==> src/phw_pkg.sv <==
`default_nettype none
package phw_pkg;

	localparam int TIME_W = 32;
	localparam int DIV_STEPS = 32;
	localparam int CNT_W = $clog2(DIV_STEPS);

	localparam logic [2:0] REQ_ADVANCE = 3'd0;
	localparam logic [2:0] REQ_PLAY    = 3'd1;
	localparam logic [2:0] REQ_PAUSE   = 3'd2;
	localparam logic [2:0] REQ_STOP    = 3'd3;
	localparam logic [2:0] REQ_SEEK    = 3'd4;

	localparam logic [1:0] MODE_ONCE     = 2'd0;
	localparam logic [1:0] MODE_LOOP     = 2'd1;
	localparam logic [1:0] MODE_PINGPONG = 2'd2;
	localparam logic [1:0] MODE_HOLD     = 2'd3;

	localparam logic [1:0] REG_DURATION  = 2'd0;
	localparam logic [1:0] REG_SPEED     = 2'd1;
	localparam logic [1:0] REG_WRAP_MODE = 2'd2;

	typedef struct packed {
		logic [2:0]          req_type;
		logic [15:0]         delta_time;
		logic signed [31:0]  seek_time;
	} req_t;

	typedef struct packed {
		logic signed [31:0]  position;
		logic                is_playing;
		logic                going_forward;
		logic                finished;
		logic                looped;
	} rsp_t;

	typedef struct packed {
		logic [30:0]         duration;
		logic signed [12:0]  speed;
		logic [1:0]          wrap_mode;
	} cfg_t;

	typedef struct packed {
		logic load;
		logic mul;
		logic eval;
		logic div_step;
		logic commit;
	} dp_cmd_t;

	typedef struct packed {
		logic need_div;
	} dp_sts_t;

endpackage
`default_nettype wire

==> src/playhead_wrap_timer.sv <==
// channel  | signals                                   | beat
// ---------+-------------------------------------------+----------------------------
// request  | req_valid, req_ready, req_data            | one command
// response | rsp_valid, rsp_ready, rsp_data            | playhead state after command
// config   | psel, penable, pwrite, paddr, pwdata, ... | one register write or read
//
// after accept a command passes the multiply and evaluate states, then commits to the result register;
// a loop-mode wrap first runs a bit-serial remainder by the duration before the commit
// one command at a time: req_ready is high only while the controller is idle
// a waiting result holds in the output register and stalls the next commit
// reset clears playhead, direction, play flag and registers to their defaults
`default_nettype none
module playhead_wrap_timer
	import phw_pkg::*;
(
	input  wire logic        clk,
	input  wire logic        arst_n,
	input  wire logic        req_valid,
	output logic             req_ready,
	input  wire req_t        req_data,
	output logic             rsp_valid,
	input  wire logic        rsp_ready,
	output rsp_t             rsp_data,
	input  wire logic        psel,
	input  wire logic        penable,
	input  wire logic        pwrite,
	input  wire logic [3:0]  paddr,
	input  wire logic [31:0] pwdata,
	output logic      [31:0] prdata,
	output logic             pready
);

	cfg_t    cfg;
	dp_cmd_t cmd;
	dp_sts_t sts;

	phw_regs u_regs (
		.clk     (clk),
		.arst_n  (arst_n),
		.psel    (psel),
		.penable (penable),
		.pwrite  (pwrite),
		.paddr   (paddr),
		.pwdata  (pwdata),
		.prdata  (prdata),
		.pready  (pready),
		.cfg     (cfg)
	);

	phw_ctrl u_ctrl (
		.clk       (clk),
		.arst_n    (arst_n),
		.req_valid (req_valid),
		.req_ready (req_ready),
		.rsp_valid (rsp_valid),
		.rsp_ready (rsp_ready),
		.sts       (sts),
		.cmd       (cmd)
	);

	phw_dp u_dp (
		.clk    (clk),
		.arst_n (arst_n),
		.cmd    (cmd),
		.sts    (sts),
		.req    (req_data),
		.cfg    (cfg),
		.rsp    (rsp_data)
	);

endmodule
`default_nettype wire

==> src/phw_regs.sv <==
`default_nettype none
module phw_regs
	import phw_pkg::*;
(
	input  wire logic        clk,
	input  wire logic        arst_n,
	input  wire logic        psel,
	input  wire logic        penable,
	input  wire logic        pwrite,
	input  wire logic [3:0]  paddr,
	input  wire logic [31:0] pwdata,
	output logic      [31:0] prdata,
	output logic             pready,
	output cfg_t             cfg
);

	logic [30:0]        duration_q;
	logic signed [12:0] speed_q;
	logic [1:0]         wrap_mode_q;
	logic               wr_en;

	assign pready = 1'b1;
	assign wr_en  = psel && penable && pwrite;

	always_ff @(posedge clk or negedge arst_n) begin
		if (!arst_n) begin
			duration_q  <= '0;
			speed_q     <= 13'sd256;
			wrap_mode_q <= MODE_ONCE;
		end else if (wr_en) begin
			unique case (paddr[3:2])
				REG_DURATION:  duration_q  <= pwdata[30:0];
				REG_SPEED:     speed_q     <= signed'(pwdata[12:0]);
				REG_WRAP_MODE: wrap_mode_q <= pwdata[1:0];
				default: ;
			endcase
		end
	end

	always_comb begin
		unique case (paddr[3:2])
			REG_DURATION:  prdata = {1'b0, duration_q};
			REG_SPEED:     prdata = 32'(speed_q);
			REG_WRAP_MODE: prdata = {30'd0, wrap_mode_q};
			default:       prdata = '0;
		endcase
	end

	assign cfg.duration  = duration_q;
	assign cfg.speed     = speed_q;
	assign cfg.wrap_mode = wrap_mode_q;

endmodule
`default_nettype wire

==> src/phw_ctrl.sv <==
`default_nettype none
module phw_ctrl
	import phw_pkg::*;
(
	input  wire logic    clk,
	input  wire logic    arst_n,
	input  wire logic    req_valid,
	output logic         req_ready,
	output logic         rsp_valid,
	input  wire logic    rsp_ready,
	input  wire dp_sts_t sts,
	output dp_cmd_t      cmd
);

	localparam logic [2:0] ST_IDLE = 3'd0;
	localparam logic [2:0] ST_MUL  = 3'd1;
	localparam logic [2:0] ST_EVAL = 3'd2;
	localparam logic [2:0] ST_DIV  = 3'd3;
	localparam logic [2:0] ST_DONE = 3'd4;

	logic [2:0]       state_q;
	logic [CNT_W-1:0] cnt_q;
	logic             out_valid_q;
	logic             slot_free;

	assign slot_free = !out_valid_q || rsp_ready;
	assign req_ready = (state_q == ST_IDLE);
	assign rsp_valid = out_valid_q;

	assign cmd.load     = req_valid && req_ready;
	assign cmd.mul      = (state_q == ST_MUL);
	assign cmd.eval     = (state_q == ST_EVAL);
	assign cmd.div_step = (state_q == ST_DIV);
	assign cmd.commit   = (state_q == ST_DONE) && slot_free;

	always_ff @(posedge clk or negedge arst_n) begin
		if (!arst_n) begin
			state_q     <= ST_IDLE;
			cnt_q       <= '0;
			out_valid_q <= 1'b0;
		end else begin
			if (cmd.commit) begin
				out_valid_q <= 1'b1;
			end else if (rsp_ready) begin
				out_valid_q <= 1'b0;
			end
			unique case (state_q)
				ST_IDLE: begin
					if (cmd.load) state_q <= ST_MUL;
				end
				ST_MUL: state_q <= ST_EVAL;
				ST_EVAL: begin
					cnt_q <= CNT_W'(DIV_STEPS - 1);
					state_q <= sts.need_div ? ST_DIV : ST_DONE;
				end
				ST_DIV: begin
					cnt_q <= cnt_q - 1'b1;
					if (cnt_q == '0) state_q <= ST_DONE;
				end
				ST_DONE: begin
					if (slot_free) state_q <= ST_IDLE;
				end
				default: state_q <= ST_IDLE;
			endcase
		end
	end

endmodule
`default_nettype wire

==> src/phw_dp.sv <==
`default_nettype none
module phw_dp
	import phw_pkg::*;
(
	input  wire logic    clk,
	input  wire logic    arst_n,
	input  wire dp_cmd_t cmd,
	output dp_sts_t      sts,
	input  wire req_t    req,
	input  wire cfg_t    cfg,
	output rsp_t         rsp
);

	req_t               req_q;
	logic signed [29:0] prod_q;
	logic signed [31:0] playhead_q;
	logic               running_q;
	logic               fwd_q;
	logic [31:0]        nxt_pos_q;
	logic               nxt_run_q;
	logic               nxt_fwd_q;
	logic               fin_q;
	logic               lop_q;
	logic               div_on_q;
	logic               div_neg_q;
	logic [31:0]        div_num_q;
	logic [30:0]        div_rem_q;
	rsp_t               rsp_q;

	logic signed [16:0] dt_s;
	logic signed [29:0] prod_c;
	logic [29:0]        mag_c;
	logic signed [22:0] mag_s;
	logic signed [22:0] step_c;
	logic               dur_nz;
	logic               flip;
	logic signed [33:0] t_c;
	logic signed [33:0] neg_t;
	logic signed [33:0] dur_s;
	logic signed [33:0] refl_c;
	logic               ge;
	logic               lt;
	logic [31:0]        pos_c;
	logic               run_c;
	logic               fwd_c;
	logic               fin_c;
	logic               lop_c;
	logic               div_c;
	logic               neg_c;
	logic [31:0]        num_c;
	logic [31:0]        rem_sh;
	logic [31:0]        dur32;
	logic [31:0]        pos_fin;

	assign dt_s   = signed'({1'b0, req_q.delta_time});
	assign prod_c = dt_s * cfg.speed;

	assign dur_nz = (cfg.duration != '0);
	assign dur32  = {1'b0, cfg.duration};
	assign dur_s  = signed'({3'b000, cfg.duration});
	assign mag_c  = prod_q[29] ? 30'(-prod_q) : 30'(prod_q);
	assign mag_s  = signed'({1'b0, mag_c[29:8]});
	assign flip   = prod_q[29] ^ ((cfg.wrap_mode == MODE_PINGPONG) && !fwd_q && dur_nz);
	assign step_c = flip ? -mag_s : mag_s;
	assign t_c    = 34'(playhead_q) + 34'(step_c);
	assign neg_t  = -t_c;
	assign refl_c = dur_s + dur_s - t_c;
	assign ge     = (t_c >= dur_s);
	assign lt     = t_c[33];

	always_comb begin
		pos_c = playhead_q;
		run_c = running_q;
		fwd_c = fwd_q;
		fin_c = 1'b0;
		lop_c = 1'b0;
		div_c = 1'b0;
		neg_c = 1'b0;
		num_c = t_c[31:0];
		case (req_q.req_type)
			REQ_ADVANCE: begin
				if (running_q) begin
					if (!dur_nz) begin
						if (t_c[33:31] == 3'b000 || t_c[33:31] == 3'b111) begin
							pos_c = t_c[31:0];
						end else begin
							pos_c = t_c[33] ? 32'h8000_0000 : 32'h7fff_ffff;
						end
					end else begin
						pos_c = t_c[31:0];
						case (cfg.wrap_mode)
							MODE_LOOP: begin
								if (ge) begin
									div_c = 1'b1;
									lop_c = 1'b1;
								end else if (lt) begin
									div_c = 1'b1;
									neg_c = 1'b1;
									num_c = neg_t[31:0];
									lop_c = 1'b1;
								end
							end
							MODE_PINGPONG: begin
								if (ge) begin
									pos_c = refl_c[33] ? '0 : refl_c[31:0];
									fwd_c = 1'b0;
									lop_c = 1'b1;
								end else if (lt) begin
									pos_c = (neg_t > dur_s) ? dur32 : neg_t[31:0];
									fwd_c = 1'b1;
									lop_c = 1'b1;
								end
							end
							default: begin
								if (ge) begin
									pos_c = dur32;
									run_c = 1'b0;
									fin_c = 1'b1;
								end else if (lt) begin
									pos_c = '0;
									run_c = 1'b0;
									fin_c = 1'b1;
								end
							end
						endcase
					end
				end
			end
			REQ_PLAY:  run_c = 1'b1;
			REQ_PAUSE: run_c = 1'b0;
			REQ_STOP: begin
				run_c = 1'b0;
				pos_c = '0;
				fwd_c = 1'b1;
			end
			REQ_SEEK: begin
				pos_c = req_q.seek_time;
				if (dur_nz) begin
					if (req_q.seek_time[31]) begin
						pos_c = '0;
					end else if (req_q.seek_time > signed'(dur32)) begin
						pos_c = dur32;
					end
				end
			end
			default: ;
		endcase
	end

	assign sts.need_div = div_c;

	assign rem_sh = {div_rem_q, div_num_q[31]};

	always_comb begin
		if (!div_on_q) begin
			pos_fin = nxt_pos_q;
		end else if (div_neg_q) begin
			pos_fin = (div_rem_q != '0) ? (dur32 - {1'b0, div_rem_q}) : '0;
		end else begin
			pos_fin = {1'b0, div_rem_q};
		end
	end

	always_ff @(posedge clk) begin
		if (cmd.load) req_q <= req;
		if (cmd.mul) prod_q <= prod_c;
		if (cmd.eval) begin
			nxt_pos_q <= pos_c;
			nxt_run_q <= run_c;
			nxt_fwd_q <= fwd_c;
			fin_q     <= fin_c;
			lop_q     <= lop_c;
			div_on_q  <= div_c;
			div_neg_q <= neg_c;
			div_num_q <= num_c;
			div_rem_q <= '0;
		end else if (cmd.div_step) begin
			div_num_q <= {div_num_q[30:0], 1'b0};
			div_rem_q <= (rem_sh >= dur32) ? 31'(rem_sh - dur32) : rem_sh[30:0];
		end
		if (cmd.commit) begin
			rsp_q.position      <= signed'(pos_fin);
			rsp_q.is_playing    <= nxt_run_q;
			rsp_q.going_forward <= nxt_fwd_q;
			rsp_q.finished      <= fin_q;
			rsp_q.looped        <= lop_q;
		end
	end

	always_ff @(posedge clk or negedge arst_n) begin
		if (!arst_n) begin
			playhead_q <= '0;
			running_q  <= 1'b0;
			fwd_q      <= 1'b1;
		end else if (cmd.commit) begin
			playhead_q <= signed'(pos_fin);
			running_q  <= nxt_run_q;
			fwd_q      <= nxt_fwd_q;
		end
	end

	assign rsp = rsp_q;

endmodule
`default_nettype wire
==> config.mk <==
export PLATFORM = sky130hd
export DESIGN_NAME = playhead_wrap_timer
export DESIGN_NICKNAME = d
export VERILOG_FILES = /design/src/phw_pkg.sv /design/src/playhead_wrap_timer.sv /design/src/phw_regs.sv /design/src/phw_ctrl.sv /design/src/phw_dp.sv
export SDC_FILE = /design/constraint.sdc
export NUM_CORES = 2
export LEC_CHECK = 0
export BUFFER_PORTS_ARGS = -buffer_cell sky130_fd_sc_hd__buf_2
export CAP_MARGIN = 0
export CELL_PAD_IN_SITES_DETAIL_PLACEMENT = 1
export CELL_PAD_IN_SITES_GLOBAL_PLACEMENT = 1
export CORE_ASPECT_RATIO = 0.6
export CORE_MARGIN = 4
export CORE_UTILIZATION = 49
export CTS_CLUSTER_DIAMETER = 200
export DETAILED_ROUTE_END_ITERATION = 8
export PLACE_DENSITY = 0.79
export RECOVER_POWER = 100
export SLEW_MARGIN = 30
export SYNTH_ARGS = -nofsm -noshare
export SYNTH_HDL_FRONTEND = slang
export SYNTH_HIERARCHICAL = 1
export SYNTH_SLANG_ARGS = --single-unit
==> constraint.sdc <==
create_clock -name clk -period 11.55 [get_ports clk]
set_input_delay 2.31 -clock clk [delete_from_list [all_inputs] [get_ports clk]]
set_output_delay 2.31 -clock clk [all_outputs]
set_load 0.005 [all_outputs]
==> summary.txt <==
Die
  • DIE WIDTH: around 350 um
  • I/O Pins: approximately 170
  • Die H: 210.3 um
  • Die ar.: 72580 sq um
  • Row count: 73
  • Initial core utilization: 0.4998
  • Core area: 66860 sq um

Yosys
  • Mapped Area: 33420 sq um
  • Syn Area/Cell: a little under 9 sq um
  • EDFF count, synth: 187
  • Register area share after synthesis: 0.2533
  • Count of cell types in the netlist: roughly 120
  • Top FF cell, synth: edfxtp_1
  • Syn. warnings: 6
  • Net Count, Synth: 4400
  • Cells after Synth: around 3.8k
  • Synthesis-stage register bit count: ~300
  • Ys async rst share: 0.2899

Status
  • Status: finished, violations left
  • Failing checks: design-rule violations, max-capacitance violations, max-slew violations

Finish
  • Layout Cells excl Fill: 4922
  • Final design utilization: 0.5517
  • Register area: 8466 sq um
  • Area occupied by multi-input gates: 23020 sq um
  • Filler cells: 7970
  • Post-synthesis to final-layout area growth: 10.37%
  • Layout Nets: 4568
  • Ratio of cells with drive above 1 in the final layout: 0.1096

Detailed routing
  • ANT nets after route: 0
  • DR vias: 33.20k
  • Wire per inst: 30.57 um
  • Initial DRC Count: ~5k
  • Drt first pass iters: 9
  • Detail-routed via count per cell: just under 7
  • DRC viols: 13
  • Final WL: approximately 150 mm

Clock tree
  • CTS tree: yes
  • CTS clk-pin slew, worst paths: 0.06 ns
  • Setup repair bufs after CTS: 0
  • # hold bufs at CTS: 0
  • Clock Sinks: just over 300
  • Clk_lat worst skew: a little over 0.6 ns
  • H-tree levels: 2
  • Root Driver: clkbuf_16
  • CTS max path bufs: 3
  • Num CTS Buffers: 36
  • # resized after CTS: 0

STA
  • Setup TNS: 0 ns
  • Tmin final: 11.23 ns
  • Worst slew margin: -2.238
  • Worst Max-Slew Pin Slew: 4.857 ns
  • Setup Skew: 0.03071 ns
  • Max Fclk: around 90 MHz
  • Fin worst setup slack: 0.3193 ns
  • Setup violators final: 0
  • RSZ-0062 raised after global routing: false
  • Pins over their slew limit: 563
  • Period utilization: 0.9724
  • Hold Violations, Final: 0

Setup path
  • Worst-path cell with the longest stage delay: nor4_1
  • Crit path max fanout: 39
  • Critical path capture point type: flop
  • Critical Setup Path Class: flop to flop
  • Crit start category: flop
  • Crit path required time: 11.82 ns
  • Max stage delay on crit path: around 0.82 ns
  • Critical path arrival: 11.50 ns

Placement
  • Routability Congestion: 1.066
  • # port buffers: 160
  • Pre-CTS setup slack: 1.193 ns
  • DP Wirelength: 117.2 mm
  • Dpl cells: 4848

Worst hold path
  • Worst min-delay path class: flop to flop

GRT
  • Initial antenna violation count: 8
  • Vias in the first global route: 32.61k
  • Largest net degree at the start of global routing: 76
  • First-pass GRT wire length: 218.7 mm
  • Total track usage: 0.3992
  • Grt ovf: 0

Job
  • Max_cap viols: 12
-- critical path, delay by kind of cell, from the launching register on --
kind,cells,cell delay [ns]
AND/OR/NAND/NOR,15,4.46
AO/OA/AOI/OAI,10,3.00
XOR/XNOR,4,1.60
adder cells (fa/ha/maj),2,0.71
buffers and inverters,2,0.59
flip-flops,1,0.49
-- registers in the layout (all words and copies together) (netlist names), 2 cells and up --
| signal | cells |
|---|---|
| u_dp/playhead_q | 32 |
| u_regs/wrap_mode_q | 2 |
| u_dp/nxt_pos_q | 32 |
| u_ctrl/cnt_q | 5 |
| u_dp/div_num_q | 32 |
| u_regs/duration_q | 31 |
| u_dp/req_q | 35 |
| u_dp/rsp | 36 |
| u_regs/speed_q | 13 |
| u_dp/div_rem_q | 31 |
| u_ctrl/state_q | 3 |
| u_dp/dt_s | 16 |
| u_dp/prod_q | 30 |
-- placed cells by master, fill, tap and decap left out, types with 115 or more instances in the layout --
cell	n
a21oi_1	311
buf_4	115
edfxtp_1	187
fa_1	158
ha_1	329
inv_1	302
nand2_1	367
nor2_1	291
o21ai_0	224
xnor2_1	156
-- stage by stage --
step,cell area (sq um),hold WS [ns]
after CTS,37120,0.4243
after floorplan,33420,0.4003
final,36880,0.4235
after detailed placement,35830,0.4102
after global routing,36870,0.4428
after global placement,35750,0.4027
-- per-layer routing --
| metal | global-route usage | vias to the layer above | routed length (um) | share of wire |
|---|---|---|---|---|
| met3 | 0.1943 | 388 | 24320 | 0.16 |
| met4 | 0.09913 | 24 | 4440 | 0.030 |
| li1 | - | 14030 | - | - |
| met1 | 0.5843 | 16610 | 65450 | 0.43 |
| met2 | 0.5157 | 2152 | 55720 | 0.37 |
| met5 | 0.02041 | - | 550 | 0.0037 |
-- cells in the mapped netlist (all sizes together), types with 93 or more instances --
| master | n | share of area |
|---|---|---|
| nand2 | 367 | 0.041 |
| clkbuf | 138 | 0.016 |
| o21ai | 233 | 0.035 |
| edfxtp | 187 | 0.17 |
| ha | 329 | 0.12 |
| a21oi | 312 | 0.047 |
| a21o | 93 | 0.021 |
| nor2 | 295 | 0.033 |
| fa | 158 | 0.095 |
| inv | 306 | 0.034 |
| xnor2 | 160 | 0.042 |
| and2 | 97 | 0.018 |
-- kinds of logic (layout without fill, tap and decap cells) --
group	after synthesis	after routing	share of synthesized area
compound gates	1079	1079	0.2136
xor+xnor	216	216	0.05728
fa+ha+maj	488	488	0.2181
buf+inv	489	685	0.05829
flops	307	307	0.2533
mux	104	104	0.03531
other cells	1	8	0.0001122
simple gates	1135	1135	0.1640
-- area by class of cell --
cell class | count | area share
Antenna cell | 7 | 0.0004749
Clock inverter | 22 | 0.008006
Tap cell | 900 | 0.03053
Inverter | 314 | 0.03196
Sequential cell | 307 | 0.2295
Multi-Input combinational cell | 3023 | 0.6241
Timing Repair Buffer | 305 | 0.04844
Clock buffer | 44 | 0.02694
-- final timing paths --
| kind | from | endpoint | slack, ns | depth (start not counted) |
|---|---|---|---|---|
| worst min register to register | u_dp/lop_q | u_dp/rsp[0] | 0.42 | 0 |
| worst max register to register | u_regs/duration_q[16] | u_dp/nxt_pos_q[11] | 0.32 | 33 |
| worst min-delay path | u_dp/lop_q | u_dp/rsp[0] | 0.42 | 0 |
| worst max-delay path | u_regs/duration_q[16] | u_dp/nxt_pos_q[11] | 0.32 | 33 |
| max in group asynchronous | arst_n | u_dp/playhead_q[11] | 4.91 | 2 |
| min in group asynchronous | arst_n | u_ctrl/cnt_q[4] | 2.34 | 1 |
Power is left out: the tool's default activity adds up to more than one toggle a clock period on the data nets, which glitch-free logic cannot reach.
